<file path="src/rtl/nmea_gga_vtg_field_parser_unit_assert.svh">
// -----------------------------------------------------------------------------
// NMEA field parser assertion macros
// Concurrent assertion wrappers; they expand to nothing under synthesis.
// -----------------------------------------------------------------------------
`ifndef NMEA_GGA_VTG_FIELD_PARSER_UNIT_ASSERT_SVH
`define NMEA_GGA_VTG_FIELD_PARSER_UNIT_ASSERT_SVH

`ifndef SYNTHESIS

// Property must hold at every rising edge outside reset
`define NGVFP_ASSERT(lbl, clk, rst_n, prop, msg) \
  lbl: assert property (@(posedge clk) disable iff (!rst_n) (prop)) \
    else $error(msg);

// Condition must never be seen at a rising edge outside reset
`define NGVFP_ASSERT_NEVER(lbl, clk, rst_n, cond, msg) \
  lbl: assert property (@(posedge clk) disable iff (!rst_n) !(cond)) \
    else $error(msg);

`else

`define NGVFP_ASSERT(lbl, clk, rst_n, prop, msg)
`define NGVFP_ASSERT_NEVER(lbl, clk, rst_n, cond, msg)

`endif

`endif

</file>
<file path="src/rtl/ngvfp_pkg.sv">
// -----------------------------------------------------------------------------
// NMEA field parser package
// Character codes, sizes, field codes, result record and decode helpers.
// -----------------------------------------------------------------------------
`default_nettype none

package ngvfp_pkg;

  // Sentence limits
  localparam int unsigned MaxLine   = 80;
  localparam int unsigned MaxDigits = 9;
  localparam int unsigned FracCap   = (MaxDigits < 15) ? MaxDigits : 15;
  localparam int unsigned LineW     = $clog2(MaxLine + 1);

  // Result field widths
  localparam int unsigned LeadW     = 10;
  localparam int unsigned MidW      = 7;
  localparam int unsigned MantissaW = 30;
  localparam int unsigned FracW     = 4;
  localparam int unsigned CntW      = 4;

  // Mantissa accumulator: wide enough for 10^MaxDigits - 1 and the output
  localparam logic [63:0] PowTenMax = 64'd10 ** MaxDigits;
  localparam logic [63:0] PowTenLim = 64'd10 ** (MaxDigits - 1);
  localparam int unsigned MantBits  = $clog2(PowTenMax);
  localparam int unsigned AccW      = (MantBits > MantissaW) ? MantBits : MantissaW;

  // Characters
  localparam logic [7:0] ChDollar = 8'h24;
  localparam logic [7:0] ChStar   = 8'h2A;
  localparam logic [7:0] ChComma  = 8'h2C;
  localparam logic [7:0] ChPoint  = 8'h2E;
  localparam logic [7:0] ChZero   = 8'h30;
  localparam logic [7:0] ChNine   = 8'h39;
  localparam logic [7:0] ChA      = 8'h41;
  localparam logic [7:0] ChG      = 8'h47;
  localparam logic [7:0] ChT      = 8'h54;
  localparam logic [7:0] ChV      = 8'h56;

  typedef enum logic {
    PhaseIdle,
    PhaseBody
  } phase_e;

  typedef enum logic [1:0] {
    KindNone,
    KindGga,
    KindVtg
  } kind_e;

  typedef enum logic [3:0] {
    FcTime,
    FcLat,
    FcLatHemi,
    FcLon,
    FcLonHemi,
    FcFix,
    FcSats,
    FcHdop,
    FcAlt,
    FcCourse,
    FcCourseRef,
    FcSpeed,
    FcUnit
  } field_code_e;

  typedef struct packed {
    logic        vld;
    field_code_e code;
  } code_sel_t;

  typedef struct packed {
    field_code_e            code;
    logic                   empty;
    logic [LeadW-1:0]       lead;
    logic [MidW-1:0]        mid;
    logic [MantissaW-1:0]   mant;
    logic [FracW-1:0]       frac;
    logic [7:0]             chr;
    logic                   send;
  } res_t;

  // Sentence type from the three header characters
  function automatic kind_e kind_of(input logic [7:0] c0, input logic [7:0] c1,
                                    input logic [7:0] c2);
    kind_e k;
    k = KindNone;
    if (c0 == ChG && c1 == ChG && c2 == ChA) begin
      k = KindGga;
    end else if (c0 == ChV && c1 == ChT && c2 == ChG) begin
      k = KindVtg;
    end
    return k;
  endfunction

  // Field code of a field index within a sentence type
  function automatic code_sel_t code_of(input kind_e kind, input logic [CntW-1:0] idx);
    code_sel_t s;
    s.vld  = 1'b0;
    s.code = FcTime;
    if (kind == KindGga && idx >= 4'd1 && idx <= 4'd9) begin
      s.vld  = 1'b1;
      s.code = field_code_e'(idx - 4'd1);
    end else if (kind == KindVtg) begin
      unique case (idx)
        4'd1:    begin s.vld = 1'b1; s.code = FcCourse;    end
        4'd2:    begin s.vld = 1'b1; s.code = FcCourseRef; end
        4'd7:    begin s.vld = 1'b1; s.code = FcSpeed;     end
        4'd8:    begin s.vld = 1'b1; s.code = FcUnit;      end
        default: begin s.vld = 1'b0; s.code = FcTime;      end
      endcase
    end
    return s;
  endfunction

endpackage

`default_nettype wire

</file>
<file path="src/rtl/ngvfp_in_stage.sv">
// -----------------------------------------------------------------------------
// NMEA field parser input register
// Holds one received byte until the parser stage takes it.
// -----------------------------------------------------------------------------
`default_nettype none

module ngvfp_in_stage (
  input  wire logic       clk_i,
  input  wire logic       rst_ni,
  input  wire logic       in_valid_i,
  output logic            in_ready_o,
  input  wire logic [7:0] rx_byte_i,
  input  wire logic       take_i,
  output logic            vld_o,
  output logic [7:0]      byte_o
);

  logic       vld_q, vld_d;
  logic [7:0] byte_q;

  // Accept while empty or while the held item leaves this cycle
  assign in_ready_o = !vld_q || take_i;

  always_comb begin
    vld_d = vld_q;
    if (in_valid_i && in_ready_o) begin
      vld_d = 1'b1;
    end else if (take_i) begin
      vld_d = 1'b0;
    end
  end

  always_ff @(posedge clk_i or negedge rst_ni) begin
    if (!rst_ni) begin
      vld_q <= 1'b0;
    end else begin
      vld_q <= vld_d;
    end
  end

  // Load the byte on acceptance
  always_ff @(posedge clk_i) begin
    if (in_valid_i && in_ready_o) begin
      byte_q <= rx_byte_i;
    end
  end

  assign vld_o  = vld_q;
  assign byte_o = byte_q;

endmodule

`default_nettype wire

</file>
<file path="src/rtl/ngvfp_parser.sv">
// -----------------------------------------------------------------------------
// NMEA field parser core
// Sentence framing, header decode and per-field accumulation, one byte a step.
// -----------------------------------------------------------------------------
`default_nettype none

`include "nmea_gga_vtg_field_parser_unit_assert.svh"

module ngvfp_parser (
  input  wire logic        clk_i,
  input  wire logic        rst_ni,
  input  wire logic        step_i,
  input  wire logic [7:0]  byte_i,
  output logic             res_vld_o,
  output ngvfp_pkg::res_t  res_o
);

  localparam int unsigned LineW = ngvfp_pkg::LineW;
  localparam int unsigned AccW  = ngvfp_pkg::AccW;
  localparam int unsigned LeadW = ngvfp_pkg::LeadW;
  localparam int unsigned MidW  = ngvfp_pkg::MidW;
  localparam int unsigned CntW  = ngvfp_pkg::CntW;
  localparam int unsigned FracW = ngvfp_pkg::FracW;

  localparam logic [AccW-1:0]  DigLim  = AccW'(ngvfp_pkg::PowTenLim);
  localparam logic [AccW-1:0]  SatVal  = AccW'(ngvfp_pkg::PowTenMax - 64'd1);
  localparam logic [FracW-1:0] FracTop = FracW'(ngvfp_pkg::FracCap);
  localparam logic [LineW-1:0] LineTop = LineW'(ngvfp_pkg::MaxLine);
  localparam logic [CntW-1:0]  CntTop  = '1;

  ngvfp_pkg::phase_e phase_q, phase_d;
  ngvfp_pkg::kind_e  kind_q, kind_d;
  logic [7:0]        hdr_q [3];
  logic [7:0]        hdr_d [3];
  logic [CntW-1:0]   fld_q, fld_d;
  logic [CntW-1:0]   chr_cnt_q, chr_cnt_d;
  logic [LineW-1:0]  line_q, line_d;
  logic [LeadW-1:0]  lead_q, lead_d;
  logic [MidW-1:0]   mid_q, mid_d;
  logic [AccW-1:0]   mant_q, mant_d;
  logic [FracW-1:0]  frac_q, frac_d;
  logic              point_q, point_d;
  logic [7:0]        first_q, first_d;
  logic              halt_q, halt_d;

  // Character class and digit value
  logic            is_star, is_comma, is_point, dig_ok;
  logic [3:0]      dig;
  logic [LeadW-1:0] lead_x10;
  logic [MidW-1:0]  mid_x10;
  logic [AccW-1:0]  mant_x10;

  assign is_star  = (byte_i == ngvfp_pkg::ChStar);
  assign is_comma = (byte_i == ngvfp_pkg::ChComma);
  assign is_point = (byte_i == ngvfp_pkg::ChPoint);
  assign dig_ok   = (byte_i >= ngvfp_pkg::ChZero) && (byte_i <= ngvfp_pkg::ChNine);
  assign dig      = 4'(byte_i - ngvfp_pkg::ChZero);
  assign lead_x10 = (lead_q << 3) + (lead_q << 1) + LeadW'(dig);
  assign mid_x10  = (mid_q << 3) + (mid_q << 1) + MidW'(dig);
  assign mant_x10 = (mant_q << 3) + (mant_q << 1) + AccW'(dig);

  // Next state and result
  always_comb begin
    ngvfp_pkg::code_sel_t sel;
    logic use_lead, use_mid, use_int_mant, use_dec, use_first, halt_clr, halt_eff;

    phase_d   = phase_q;
    kind_d    = kind_q;
    hdr_d     = hdr_q;
    fld_d     = fld_q;
    chr_cnt_d = chr_cnt_q;
    line_d    = line_q;
    lead_d    = lead_q;
    mid_d     = mid_q;
    mant_d    = mant_q;
    frac_d    = frac_q;
    point_d   = point_q;
    first_d   = first_q;
    halt_d    = halt_q;
    res_vld_o = 1'b0;
    res_o     = '0;
    sel       = '0;
    use_lead     = 1'b0;
    use_mid      = 1'b0;
    use_int_mant = 1'b0;
    use_dec      = 1'b0;
    use_first    = 1'b0;
    halt_clr     = 1'b0;
    halt_eff     = 1'b0;

    if (step_i) begin
      if (byte_i == ngvfp_pkg::ChDollar) begin
        // Restart a sentence
        phase_d   = ngvfp_pkg::PhaseBody;
        kind_d    = ngvfp_pkg::KindNone;
        hdr_d     = '{default: 8'h00};
        fld_d     = '0;
        chr_cnt_d = '0;
        line_d    = '0;
        lead_d    = '0;
        mid_d     = '0;
        mant_d    = '0;
        frac_d    = '0;
        point_d   = 1'b0;
        first_d   = '0;
        halt_d    = 1'b0;
      end else if (phase_q == ngvfp_pkg::PhaseBody) begin
        if (!is_star && line_q >= LineTop) begin
          // Drop an over-long sentence
          phase_d = ngvfp_pkg::PhaseIdle;
        end else begin
          if (!is_star) begin
            if (line_q == LineW'(2)) hdr_d[0] = byte_i;
            if (line_q == LineW'(3)) hdr_d[1] = byte_i;
            if (line_q == LineW'(4)) hdr_d[2] = byte_i;
            line_d = line_q + LineW'(1);
          end

          if (is_star || is_comma) begin
            // Close the field
            if (fld_q == '0) begin
              kind_d = ngvfp_pkg::kind_of(hdr_d[0], hdr_d[1], hdr_d[2]);
            end
            sel = ngvfp_pkg::code_of(kind_d, fld_q);
            if (sel.vld) begin
              res_vld_o   = 1'b1;
              res_o.code  = sel.code;
              res_o.empty = (chr_cnt_q == '0);
              res_o.send  = is_star;
              if (chr_cnt_q != '0) begin
                res_o.lead = lead_q;
                res_o.mid  = mid_q;
                res_o.mant = mant_q[ngvfp_pkg::MantissaW-1:0];
                res_o.frac = frac_q;
                res_o.chr  = first_q;
              end
            end
            chr_cnt_d = '0;
            lead_d    = '0;
            mid_d     = '0;
            mant_d    = '0;
            frac_d    = '0;
            point_d   = 1'b0;
            first_d   = '0;
            halt_d    = 1'b0;
            if (fld_q != CntTop) fld_d = fld_q + CntW'(1);
            if (is_star) phase_d = ngvfp_pkg::PhaseIdle;
          end else begin
            // Route the character to its window
            sel = ngvfp_pkg::code_of(kind_q, fld_q);
            if (fld_q != '0 && sel.vld) begin
              case (sel.code) inside
                ngvfp_pkg::FcTime: begin
                  if (chr_cnt_q < 4'd2) begin
                    use_lead = 1'b1;
                  end else if (chr_cnt_q < 4'd4) begin
                    use_mid  = 1'b1;
                    halt_clr = (chr_cnt_q == 4'd2);
                  end else if (chr_cnt_q < 4'd8) begin
                    use_dec = 1'b1;
                  end
                end
                ngvfp_pkg::FcLat: begin
                  if (chr_cnt_q < 4'd2) use_lead = 1'b1;
                  else if (chr_cnt_q < 4'd11) use_dec = 1'b1;
                end
                ngvfp_pkg::FcLon: begin
                  if (chr_cnt_q < 4'd3) use_lead = 1'b1;
                  else if (chr_cnt_q < 4'd12) use_dec = 1'b1;
                end
                ngvfp_pkg::FcSats: begin
                  if (chr_cnt_q < 4'd2) use_int_mant = 1'b1;
                end
                ngvfp_pkg::FcLatHemi, ngvfp_pkg::FcLonHemi, ngvfp_pkg::FcFix,
                ngvfp_pkg::FcCourseRef, ngvfp_pkg::FcUnit: begin
                  use_first = (chr_cnt_q == '0);
                end
                default: begin
                  use_dec = 1'b1;
                end
              endcase
            end

            // Integer windows stop at the first non-digit
            if (use_lead || use_mid || use_int_mant) begin
              halt_eff = halt_q && !halt_clr;
              halt_d   = halt_eff;
              if (!halt_eff) begin
                if (!dig_ok) begin
                  halt_d = 1'b1;
                end else if (use_lead) begin
                  lead_d = lead_x10;
                end else if (use_mid) begin
                  mid_d = mid_x10;
                end else begin
                  mant_d = mant_x10;
                end
              end
            end

            // Decimal windows: mark the point, keep digits within range
            if (use_dec) begin
              if (is_point) begin
                point_d = 1'b1;
              end else if (dig_ok) begin
                if (point_q) begin
                  if (mant_q < DigLim && frac_q < FracTop) begin
                    mant_d = mant_x10;
                    frac_d = frac_q + FracW'(1);
                  end
                end else if (mant_q < DigLim) begin
                  mant_d = mant_x10;
                end else begin
                  mant_d = SatVal;
                end
              end
            end

            if (use_first) first_d = byte_i;
            if (chr_cnt_q != CntTop) chr_cnt_d = chr_cnt_q + CntW'(1);
          end
        end
      end
    end
  end

  always_ff @(posedge clk_i or negedge rst_ni) begin
    if (!rst_ni) begin
      phase_q   <= ngvfp_pkg::PhaseIdle;
      kind_q    <= ngvfp_pkg::KindNone;
      hdr_q     <= '{default: 8'h00};
      fld_q     <= '0;
      chr_cnt_q <= '0;
      line_q    <= '0;
      lead_q    <= '0;
      mid_q     <= '0;
      mant_q    <= '0;
      frac_q    <= '0;
      point_q   <= 1'b0;
      first_q   <= '0;
      halt_q    <= 1'b0;
    end else begin
      phase_q   <= phase_d;
      kind_q    <= kind_d;
      hdr_q     <= hdr_d;
      fld_q     <= fld_d;
      chr_cnt_q <= chr_cnt_d;
      line_q    <= line_d;
      lead_q    <= lead_d;
      mid_q     <= mid_d;
      mant_q    <= mant_d;
      frac_q    <= frac_d;
      point_q   <= point_d;
      first_q   <= first_d;
      halt_q    <= halt_d;
    end
  end

  // A result only comes from a step on a field separator
  `NGVFP_ASSERT(a_res_on_sep, clk_i, rst_ni, res_vld_o |-> (step_i && (is_comma || is_star)), "result without a separator byte")
  // The asterisk ends the sentence
  `NGVFP_ASSERT(a_star_ends, clk_i, rst_ni, (step_i && is_star && phase_q == ngvfp_pkg::PhaseBody) |=> (phase_q == ngvfp_pkg::PhaseIdle), "sentence still open after asterisk")
  // Fresh field holds no accumulated value
  `NGVFP_ASSERT(a_fresh_field, clk_i, rst_ni, (chr_cnt_q == '0) |-> (lead_q == '0 && mid_q == '0 && mant_q == '0 && frac_q == '0 && first_q == '0), "empty field holds a value")
  // Line length never passes its limit
  `NGVFP_ASSERT_NEVER(a_line_cap, clk_i, rst_ni, line_q > LineTop, "line length past limit")
  // Fraction count never passes its cap
  `NGVFP_ASSERT_NEVER(a_frac_cap, clk_i, rst_ni, frac_q > FracTop, "fraction count past cap")

endmodule

`default_nettype wire

</file>
<file path="src/rtl/ngvfp_out_stage.sv">
// -----------------------------------------------------------------------------
// NMEA field parser result register
// Holds one decoded field until the consumer takes it.
// -----------------------------------------------------------------------------
`default_nettype none

module ngvfp_out_stage (
  input  wire logic             clk_i,
  input  wire logic             rst_ni,
  input  wire logic             res_vld_i,
  input  wire ngvfp_pkg::res_t  res_i,
  output logic                  space_o,
  output logic                  out_valid_o,
  input  wire logic             out_ready_i,
  output ngvfp_pkg::res_t       res_o
);

  logic            vld_q, vld_d;
  ngvfp_pkg::res_t res_q;

  // Free when empty or when the held item leaves this cycle
  assign space_o = !vld_q || out_ready_i;

  always_comb begin
    vld_d = vld_q;
    if (space_o) begin
      vld_d = res_vld_i;
    end
  end

  always_ff @(posedge clk_i or negedge rst_ni) begin
    if (!rst_ni) begin
      vld_q <= 1'b0;
    end else begin
      vld_q <= vld_d;
    end
  end

  // Capture a new result
  always_ff @(posedge clk_i) begin
    if (space_o && res_vld_i) begin
      res_q <= res_i;
    end
  end

  assign out_valid_o = vld_q;
  assign res_o       = res_q;

endmodule

`default_nettype wire

</file>
<file path="src/rtl/nmea_gga_vtg_field_parser_unit.sv">
// -----------------------------------------------------------------------------
// NMEA GGA / VTG field parser
// Splits GGA and VTG sentences into decoded fields, one received byte per item.
//
//   channel  direction  handshake                 payload
//   in       sink       in_valid_i / in_ready_o   rx_byte_i
//   out      source     out_valid_o / out_ready_i field_code_o .. sentence_end_o
//
// One byte is taken every cycle while the result register has space; the sentence state is registered.
// A result is offered once its separator byte has passed from the input register
// through the parser decode into the result register.
// Reset clears the sentence state and both valid flags.
// A stalled result holds the parser; the input register still takes one byte.
// -----------------------------------------------------------------------------
`default_nettype none

module nmea_gga_vtg_field_parser_unit (
  input  wire logic        clk_i,
  input  wire logic        rst_ni,
  input  wire logic        in_valid_i,
  output logic             in_ready_o,
  input  wire logic [7:0]  rx_byte_i,
  output logic             out_valid_o,
  input  wire logic        out_ready_i,
  output logic [3:0]       field_code_o,
  output logic             field_empty_o,
  output logic [9:0]       lead_value_o,
  output logic [6:0]       mid_value_o,
  output logic [29:0]      mantissa_o,
  output logic [3:0]       frac_digits_o,
  output logic [7:0]       char_value_o,
  output logic             sentence_end_o
);

  logic            byte_vld;
  logic [7:0]      byte_q;
  logic            space;
  logic            step;
  logic            res_vld;
  ngvfp_pkg::res_t res;
  ngvfp_pkg::res_t res_out;

  // Advance a byte when the result register can take its outcome
  assign step = byte_vld && space;

  ngvfp_in_stage u_in_stage (
    .clk_i      (clk_i),
    .rst_ni     (rst_ni),
    .in_valid_i (in_valid_i),
    .in_ready_o (in_ready_o),
    .rx_byte_i  (rx_byte_i),
    .take_i     (step),
    .vld_o      (byte_vld),
    .byte_o     (byte_q)
  );

  ngvfp_parser u_parser (
    .clk_i     (clk_i),
    .rst_ni    (rst_ni),
    .step_i    (step),
    .byte_i    (byte_q),
    .res_vld_o (res_vld),
    .res_o     (res)
  );

  ngvfp_out_stage u_out_stage (
    .clk_i       (clk_i),
    .rst_ni      (rst_ni),
    .res_vld_i   (res_vld),
    .res_i       (res),
    .space_o     (space),
    .out_valid_o (out_valid_o),
    .out_ready_i (out_ready_i),
    .res_o       (res_out)
  );

  assign field_code_o   = res_out.code;
  assign field_empty_o  = res_out.empty;
  assign lead_value_o   = res_out.lead;
  assign mid_value_o    = res_out.mid;
  assign mantissa_o     = res_out.mant;
  assign frac_digits_o  = res_out.frac;
  assign char_value_o   = res_out.chr;
  assign sentence_end_o = res_out.send;

endmodule

`default_nettype wire
</file>
<file path="config.mk">
export PLATFORM = sky130hd
export DESIGN_NAME = nmea_gga_vtg_field_parser_unit
export DESIGN_NICKNAME = d
export VERILOG_FILES = /design/src/rtl/ngvfp_pkg.sv /design/src/rtl/ngvfp_in_stage.sv /design/src/rtl/ngvfp_parser.sv /design/src/rtl/ngvfp_out_stage.sv /design/src/rtl/nmea_gga_vtg_field_parser_unit.sv
export VERILOG_INCLUDE_DIRS = /design/src /design/src/rtl
export SDC_FILE = /design/constraint.sdc
export NUM_CORES = 1
export LEC_CHECK = 0
export BUFFER_PORTS_ARGS = -buffer_cell sky130_fd_sc_hd__buf_2
export CAP_MARGIN = 20
export CORE_ASPECT_RATIO = 2
export CORE_MARGIN = 5
export CORE_UTILIZATION = 40
export CTS_CLUSTER_SIZE = 25
export DETAILED_ROUTE_END_ITERATION = 7
export GPL_TIMING_DRIVEN = 0
export PLACE_DENSITY = 0.57
export SLEW_MARGIN = 15
export SYNTH_ARGS = -nofsm -noshare
export SYNTH_HDL_FRONTEND = slang
export SYNTH_SLANG_ARGS = --single-unit
</file>
<file path="constraint.sdc">
create_clock -name clk_i -period 10.3 [get_ports clk_i]
set_clock_uncertainty 0.05 [all_clocks]
set_input_delay 1.545 -clock clk_i [delete_from_list [all_inputs] [get_ports clk_i]]
set_output_delay 1.545 -clock clk_i [all_outputs]
set_load 0.01 [all_outputs]
</file>
# [Word-level counts from Yosys, hierarchy flattened]
# Index checks and enable logic that the tools add are counted.
[totals] ff_bits=178 out_inout_bits=67 elab_cells=343
[op_classes] addsub=12 order_cmp=13 n_eq_ne=37 muxes=192 bitwise=5 n_reduce_logical=58
[op_table] cell="$mux W30" count=15
[op_table] cell="$mux W24" count=8
[op_table] cell="$mux W1" count=94
[op_table] cell="$mux W7" count=13
[op_table] cell="$mux W10" count=8
[op_table] cell="$mux W4" count=19
[op_table] cell="$mux W5" count=14
[op_table] cell="$mux W8" count=8
[op_table] cell="$eq A8 B7 Y1 const B" count=6
[op_table] cell="$eq A8 B6 Y1 const B" count=4
[op_table] cell="$add A30 B30 Y30" count=1
[op_table] cell="$add A30 B4 Y30" count=1
[op_table] cell="$lt A30 B27 Y1 const B" count=1
[op_table] cell="$reduce_bool A3 Y1" count=10
[op_table] cell="$mux W2" count=12
[op_table] cell="$pmux W5 S4" count=1
[op_table] cell="$reduce_and A4 Y1" count=5
[op_table] cell="$eq A4 B2 Y1 const B" count=4
[op_table] cell="$eq A4 B3 Y1 const B" count=4
[op_table] cell="$logic_and A1 B1 Y1" count=16
[op_table] cell="$lt A4 B4 Y1 const B" count=4
[op_table] cell="$reduce_and A8 Y1" count=2
[op_table] cell="$eq A7 B2 Y1 const B" count=2
[op_table] cell="$add A4 B1 Y4 const B" count=3
[op_table] cell="other kinds (35)" count=62

# [Logic depth before layout (Yosys ltp)]
[depth] word_depth=34 ltp_mapped=14 mapped_depth_nobuf=13

# [Modules after synthesis]
# A second synthesis with hierarchy kept.
[unflattened] cells_unflattened=1027 area_unflattened_um2=10518.8
[by_module_without_submodules] mod="ngvfp_parser" n_inst=1 cells_per_inst=945 area_per_inst_um2=8212.9
[by_module_without_submodules] mod="ngvfp_out_stage" n_inst=1 cells_per_inst=69 area_per_inst_um2=2005.7
[by_module_without_submodules] mod="ngvfp_in_stage" n_inst=1 cells_per_inst=12 area_per_inst_um2=294.0
[by_module_without_submodules] mod="nmea_gga_vtg_field_parser_unit" n_inst=1 cells_per_inst=1 area_per_inst_um2=6.3

# [Worst setup path before layout]
# OpenSTA, ideal clock, no wires.
[synth_timing] kind="flip-flop to flip-flop" startpoint="reg u_in_stage.byte_q[3], in the netlist u_in_stage.byte_o[3]" endpoint="reg u_out_stage.res_q, in the netlist u_out_stage.res_o[63] (data pin)" setup_ns=0.149 arrival_ns=6.604 required_time_ns=10.101 path_slack_ns=3.498 stages_incl_launch_ff=12 period_less_slack_ns=6.802 cell_sequence="edfxtp_1 clkbuf_1 and3b_1 clkbuf_1 a311oi_4 nand2_4 mux2_4 a2111oi_4 a32oi_1 or3_4 a21oi_1 o31a_1"
[synth_between] elab_chain_cells=28 elab_cells_between_ends=46 classes_between="11 x eq/ne; 23 x mux; 2 x bitwise; 10 x reduce/logical"
[synth_lines] element="start, declared" line_no="ngvfp_in_stage.sv:19" rtl="logic [7:0] byte_q;"
[synth_lines] element="start signal, assigned" line_no="ngvfp_in_stage.sv:44" rtl="byte_q <= rx_byte_i;"
[synth_lines] element="$eq A8 B6 Y1, or another cell as far along" line_no="ngvfp_parser.sv:53" rtl="assign is_star = (byte_i == ngvfp_pkg::ChStar);"
[synth_lines] element="$mux W24" line_no="ngvfp_parser.sv:112" rtl="if (!is_star) begin"
[synth_lines] element="$mux W24" line_no="ngvfp_parser.sv:108" rtl="if (!is_star && line_q >= LineTop) begin"
[synth_lines] element="$mux W24" line_no="ngvfp_parser.sv:107" rtl="end else if (phase_q == ngvfp_pkg::PhaseBody) begin"
[synth_lines] element="$mux W24" line_no="ngvfp_parser.sv:92" rtl="if (byte_i == ngvfp_pkg::ChDollar) begin"
[synth_lines] element="$mux W24" line_no="ngvfp_parser.sv:91" rtl="if (step_i) begin"
[synth_lines] element="$eq A8 B7 Y1" line_no="ngvfp_pkg.sv:90" rtl="end else if (c0 == ChV && c1 == ChT && c2 == ChG) begin"
[synth_lines] element="$logic_and A1 B1 Y1 (2 in series)" line_no="ngvfp_pkg.sv:90"
[synth_lines] element="[11 not listed]"
[synth_lines] element="$mux W5" line_no="ngvfp_pkg.sv:101" rtl="if (kind == KindGga && idx >= 4'd1 && idx <= 4'd9) begin"
[synth_lines] element="$mux W5" line_no="ngvfp_parser.sv:119" rtl="if (is_star || is_comma) begin"
[synth_lines] element="$mux W5" line_no="ngvfp_parser.sv:108"
[synth_lines] element="$mux W5" line_no="ngvfp_parser.sv:107"
[synth_lines] element="$mux W5" line_no="ngvfp_parser.sv:92"
[synth_lines] element="$mux W5" line_no="ngvfp_parser.sv:91"
[synth_lines] element="$not A1 Y1 (no source line)"
[synth_lines] element="$reduce_or A6 Y1 (no source line)"
[synth_lines] element="end signal, assigned" line_no="ngvfp_out_stage.sv:42" rtl="res_q <= res_i;"
[synth_lines] element="end, declared" line_no="ngvfp_out_stage.sv:19" rtl="ngvfp_pkg::res_t res_q;"
# Parallel ways exist; a longest one is shown, timed or not. The select of a mux whose other input is x is not followed.
# A chain may end at the register's enable or synchronous reset.

# [Worst setup path in the final report]
[layout_timing] startpoint="reg u_parser.fld_q[0]" endpoint="reg u_parser.mant_q[26]"
[layout_between] elab_chain_cells=32 elab_cells_between_ends=91 classes_between="1 x add/sub; 2 x order compare; 12 x eq/ne; 66 x mux; 10 x reduce/logical"
[layout_lines] element="start, declared" line_no="ngvfp_parser.sv:35" rtl="logic [CntW-1:0] fld_q, fld_d;"
[layout_lines] element="start signal, assigned" line_no="ngvfp_parser.sv:246" rtl="fld_q <= fld_d;"
[layout_lines] element="$eq A4 B4 Y1, or another cell as far along" line_no="ngvfp_pkg.sv:105" rtl="unique case (idx)"
[layout_lines] element="$pmux W5 S4 or $logic_and A1 B1 Y1 (tied branches)" line_no="ngvfp_pkg.sv:105, ngvfp_pkg.sv:101"
[layout_lines] element="$mux W5 or $logic_and A1 B1 Y1 (tied branches)" line_no="ngvfp_pkg.sv:104, ngvfp_pkg.sv:101"
[layout_lines] element="$mux W5" line_no="ngvfp_pkg.sv:101"
[layout_lines] element="$mux W5" line_no="ngvfp_parser.sv:119"
[layout_lines] element="$mux W5" line_no="ngvfp_parser.sv:108"
[layout_lines] element="$mux W5" line_no="ngvfp_parser.sv:107"
[layout_lines] element="$mux W5" line_no="ngvfp_parser.sv:92"
[layout_lines] element="[16 not listed]"
[layout_lines] element="$mux W30" line_no="ngvfp_parser.sv:206" rtl="if (point_q) begin"
[layout_lines] element="$mux W30" line_no="ngvfp_parser.sv:205" rtl="end else if (dig_ok) begin"
[layout_lines] element="$mux W30" line_no="ngvfp_parser.sv:203" rtl="if (is_point) begin"
[layout_lines] element="$mux W30 (*)" line_no="ngvfp_parser.sv:202" rtl="if (use_dec) begin"
[layout_lines] element="$mux W30 (*)" line_no="ngvfp_parser.sv:119"
[layout_lines] element="$mux W30 (*)" line_no="ngvfp_parser.sv:108"
[layout_lines] element="$mux W30 (*)" line_no="ngvfp_parser.sv:107"
[layout_lines] element="$mux W30 (*)" line_no="ngvfp_parser.sv:92"
[layout_lines] element="end signal, assigned" line_no="ngvfp_parser.sv:251" rtl="mant_q <= mant_d;"
[layout_lines] element="end, declared" line_no="ngvfp_parser.sv:40" rtl="logic [AccW-1:0] mant_q, mant_d;"
# Mark *: on every way between the ends. The rest lies on a longest branch, timed or not. The select of a mux whose other input is x is not followed.

==> impl_metrics.py <==
metrics = {
    "timing": {
        "fin_crit_sh_pct": 50.5,
        "max_freq_mhz": 192,
        "rsz0062_at_grt": "no",
        "max_slew_margin_pct": 37.9,
        "fin_crit_ns": 5.20,
        "finalHoldViolations": 0,
        "worst_slew_pin_slew_ns": 0.929,
        "finalSetupViolations": 0,
        "whs_ns": 0.420,
        "fin_setup_tns_ns": 0,
        "slew_violations": 0,
    },
    "power": {
        "p_per_area_nw_per_um2": 147,
        "swShare_pct": 30.0,
        "combPwrFrac_pct": 16.5,
        "leakagePower_nw": 5.68,
        "power_w": 0.00176,
        "vdd_drop_max_mv": 0.103,
        "p_clk_share_pct": 36.2,
        "p_int_w": 0.00123,
        "p_sw_w": 0.000527,
        "pwr-share-seq_pct": 47.3,
    },
    "critical_path": {
        "end_kind": "register",
        "critical_path_class": "register to register",
        "cp_max_fo": 9,
        "reg2regPathDepth": 12,
        "crit_arrival_ns": 5.51,
        "cp.required_ns": 10.61,
        "startpoint_type": "register",
    },
    "floorplanning": {
        "start_util_pct": 40.5,
        "core_um2": 25800,
        "die_y_um": 238,
        "die_w_um": 124,
        "ios": 79,
        "rows": 83,
        "die_area_um2": 29600,
    },
    "layout": {
        "final_cell_mix": "dfrtp_1 (105), ha_1 (88), nand2_1 (79), buf_2 (79), o21ai_0 (74)",
        "mostFrequentLayoutCell": "dfrtp_1",
        "area_growth_pct": 14.5,
        "finish.net_count": 1220,
        "drive_above_1_share_pct": 12.5,
        "antenna_cells": 0,
    },
    "detailed_routing": {
        "drt_iter0_drc": 503,
        "wire_per_inst_um": 19.1,
        "remaining_drc_errors": 0,
        "postRouteAntennaNets": 0,
        "viasPerCell": 5.52,
        "num_vias": 8104,
        "totalWireLength_um": 28000,
        "drtPass1Iterations": 6,
    },
    "clock_tree": {
        "cts_setup_buffers": 0,
        "clock-sinks": 178,
        "cts.path.max_buffers": 2,
        "root_buffer": "clkbuf_16",
        "cts_hold_buffers": 0,
        "htree_num_levels": 4,
        "clk_pin_slew_ns": 0.07,
        "ctsResizeCount": 0,
        "tritoncts": "yes",
        "numCtsBuffers": 17,
        "clock_latency_ns": 0.46,
    },
    "grt": {
        "grt_pass1_vias": 8288,
        "grt_util_all_layers_pct": 19.6,
        "grt_pass1_wl_um": 44000,
        "grt_max_degree": 78,
        "antenna_found_initial": 0,
        "grt_remaining_overflow": 0,
    },
    "yosys": {
        "synth.distinct_cells": 79,
        "syn_area_um2": 10400,
        "syn_avg_cell_area_um2": 10.3,
        "synthCells": 1013,
        "synth_ff_type": "dfrtp_1",
        "synth_edf_count": 73,
        "syn-num-nets": 1119,
        "ys_seq_area_share_pct": 46.2,
        "synth_seq_cells": 178,
        "synth_async_sr_flop_share_pct": 59.0,
        "ys_warn_count": 0,
    },
    "worst_hold_path": {
        "hold_depth": 2,
        "min_path_type": "register to register",
    },
    "placed_design": {
        "port_buffers": 78,
        "gp_congestion": 0.887,
        "place_hpwl_um": 21600,
    },
    "run": {
        "drv_cap": 0,
    },
    "outcome": {
        "status": "complete, no violations",
    },
}
-- cell usage after synthesis, drive strengths merged, types with 5 or more instances --
master | number | area [µm²]
dfrtp | 105 | 2630
ha | 88 | 1100
nand2 | 80 | 308
o21ai | 77 | 385
edfxtp | 73 | 2190
and2 | 70 | 438
a21oi | 69 | 345
nor2 | 53 | 199
inv | 49 | 184
nand3 | 38 | 190
clkbuf | 27 | 106
a22o | 25 | 219
a21o | 21 | 158
xnor2 | 21 | 184
xor2 | 19 | 166
a211oi | 13 | 110
nand2b | 13 | 81.3
nor3 | 9 | 45.0
nor4 | 9 | 56.3
o21a | 9 | 67.6
o31ai | 9 | 67.6
nand4 | 8 | 50.1
and3 | 7 | 43.8
buf | 7 | 43.8
o21bai | 7 | 52.6
o22ai | 7 | 43.8
fa | 6 | 120
or3 | 6 | 42.5
nor2b | 5 | 31.3
o32ai | 5 | 43.8
-- per-layer routing --
layer	routed length (µm)	share of wire (%)	vias up	global-route usage (%)
li1	-	-	3928	-
met1	9700	35	3980	18.7
met2	16800	60	152	39.5
met3	695	2.5	44	3.13
met4	844	3.0	0	7.95
met5	0	0	-	0
-- cells by family (layout without fill, tap and decap cells) --
logic type | Yosys count | after routing | synth area share, %
simple gates | 323 | 323 | 16.2
compound gates | 290 | 290 | 18.7
flops | 178 | 178 | 46.2
fa+ha+maj | 94 | 94 | 11.7
buf+inv | 83 | 197 | 3.20
xor+xnor | 40 | 40 | 3.36
mux | 5 | 5 | 0.564
-- flip-flops by register name (all words and copies together), names as in the netlist, 2 cells and up --
signal and cells:
u_parser.frac_q 4, u_parser.mid_q 7, u_parser.first_q 8, u_parser.lead_q 10, u_parser.kind_q 2, u_parser.hdr_q 24
u_parser.chr_cnt_q 4, u_out_stage.res_o 65, u_parser.line_q 7, u_in_stage.byte_o 8, u_parser.fld_q 4, u_parser.mant_q 30
-- critical path: stages, from the launching register on --
cell and delay, ns:
dfrtp_1 0.37, clkbuf_1 0.32, inv_1 0.14, ha_1 0.28, nor4b_1 0.17, a211o_1 0.36, o32ai_1 0.83, o221ai_1 0.27
a311o_1 0.48, a211o_1 0.34, a21oi_1 0.67, nand2b_1 0.49, o31ai_1 0.32
-- final timing paths --
path / slack [ns] / to / start
max reg2reg: 5.10 / u_parser.mant_q[26] / u_parser.fld_q[0]
max: 5.10 / u_parser.mant_q[26] / u_parser.fld_q[0]
min in group asynchronous: 0.91 / u_parser.lead_q[6] / rst_ni
min: 0.42 / u_parser.mid_q[6] / u_parser.mid_q[6]
max in group asynchronous: 8.55 / u_in_stage.vld_o / rst_ni
min reg2reg: 0.42 / u_parser.mid_q[6] / u_parser.mid_q[6]
-- cell type report --
class,count,area [µm²]
fill,2516,13800
multi-input combinational,752,5300
sequential,178,4820
timing repair buffer,82,507
clock buffer,21,472
tap,340,425
inverter,49,184
buffer,34,150
clock inverter,11,88.8
-- power groups by stage --
stage / logic, W / clock network [W] / registers [W]
after floorplan: 0.000213 / 0 / 0.000827
after global placement: 0.000282 / 0 / 0.000843
after detailed placement: 0.000288 / 0 / 0.000845
after CTS: 0.000290 / 0.000650 / 0.000830
after global routing: 0.000326 / 0.000678 / 0.000837
final: 0.000290 / 0.000636 / 0.000831
-- through the flow --
step                      utilization, %  cell area, µm²  setup WS (ns)  cells
final                               46.4           11900           5.10   1467
after global routing                46.4           11900           4.80   1467
after CTS                           46.4           11900           5.08   1467
after global placement              43.7           11200          0.951   1431
after floorplan                        -           10400           3.50   1013
after detailed placement            44.2           11400           5.12   1435
Power figures use the tool's default switching activity.
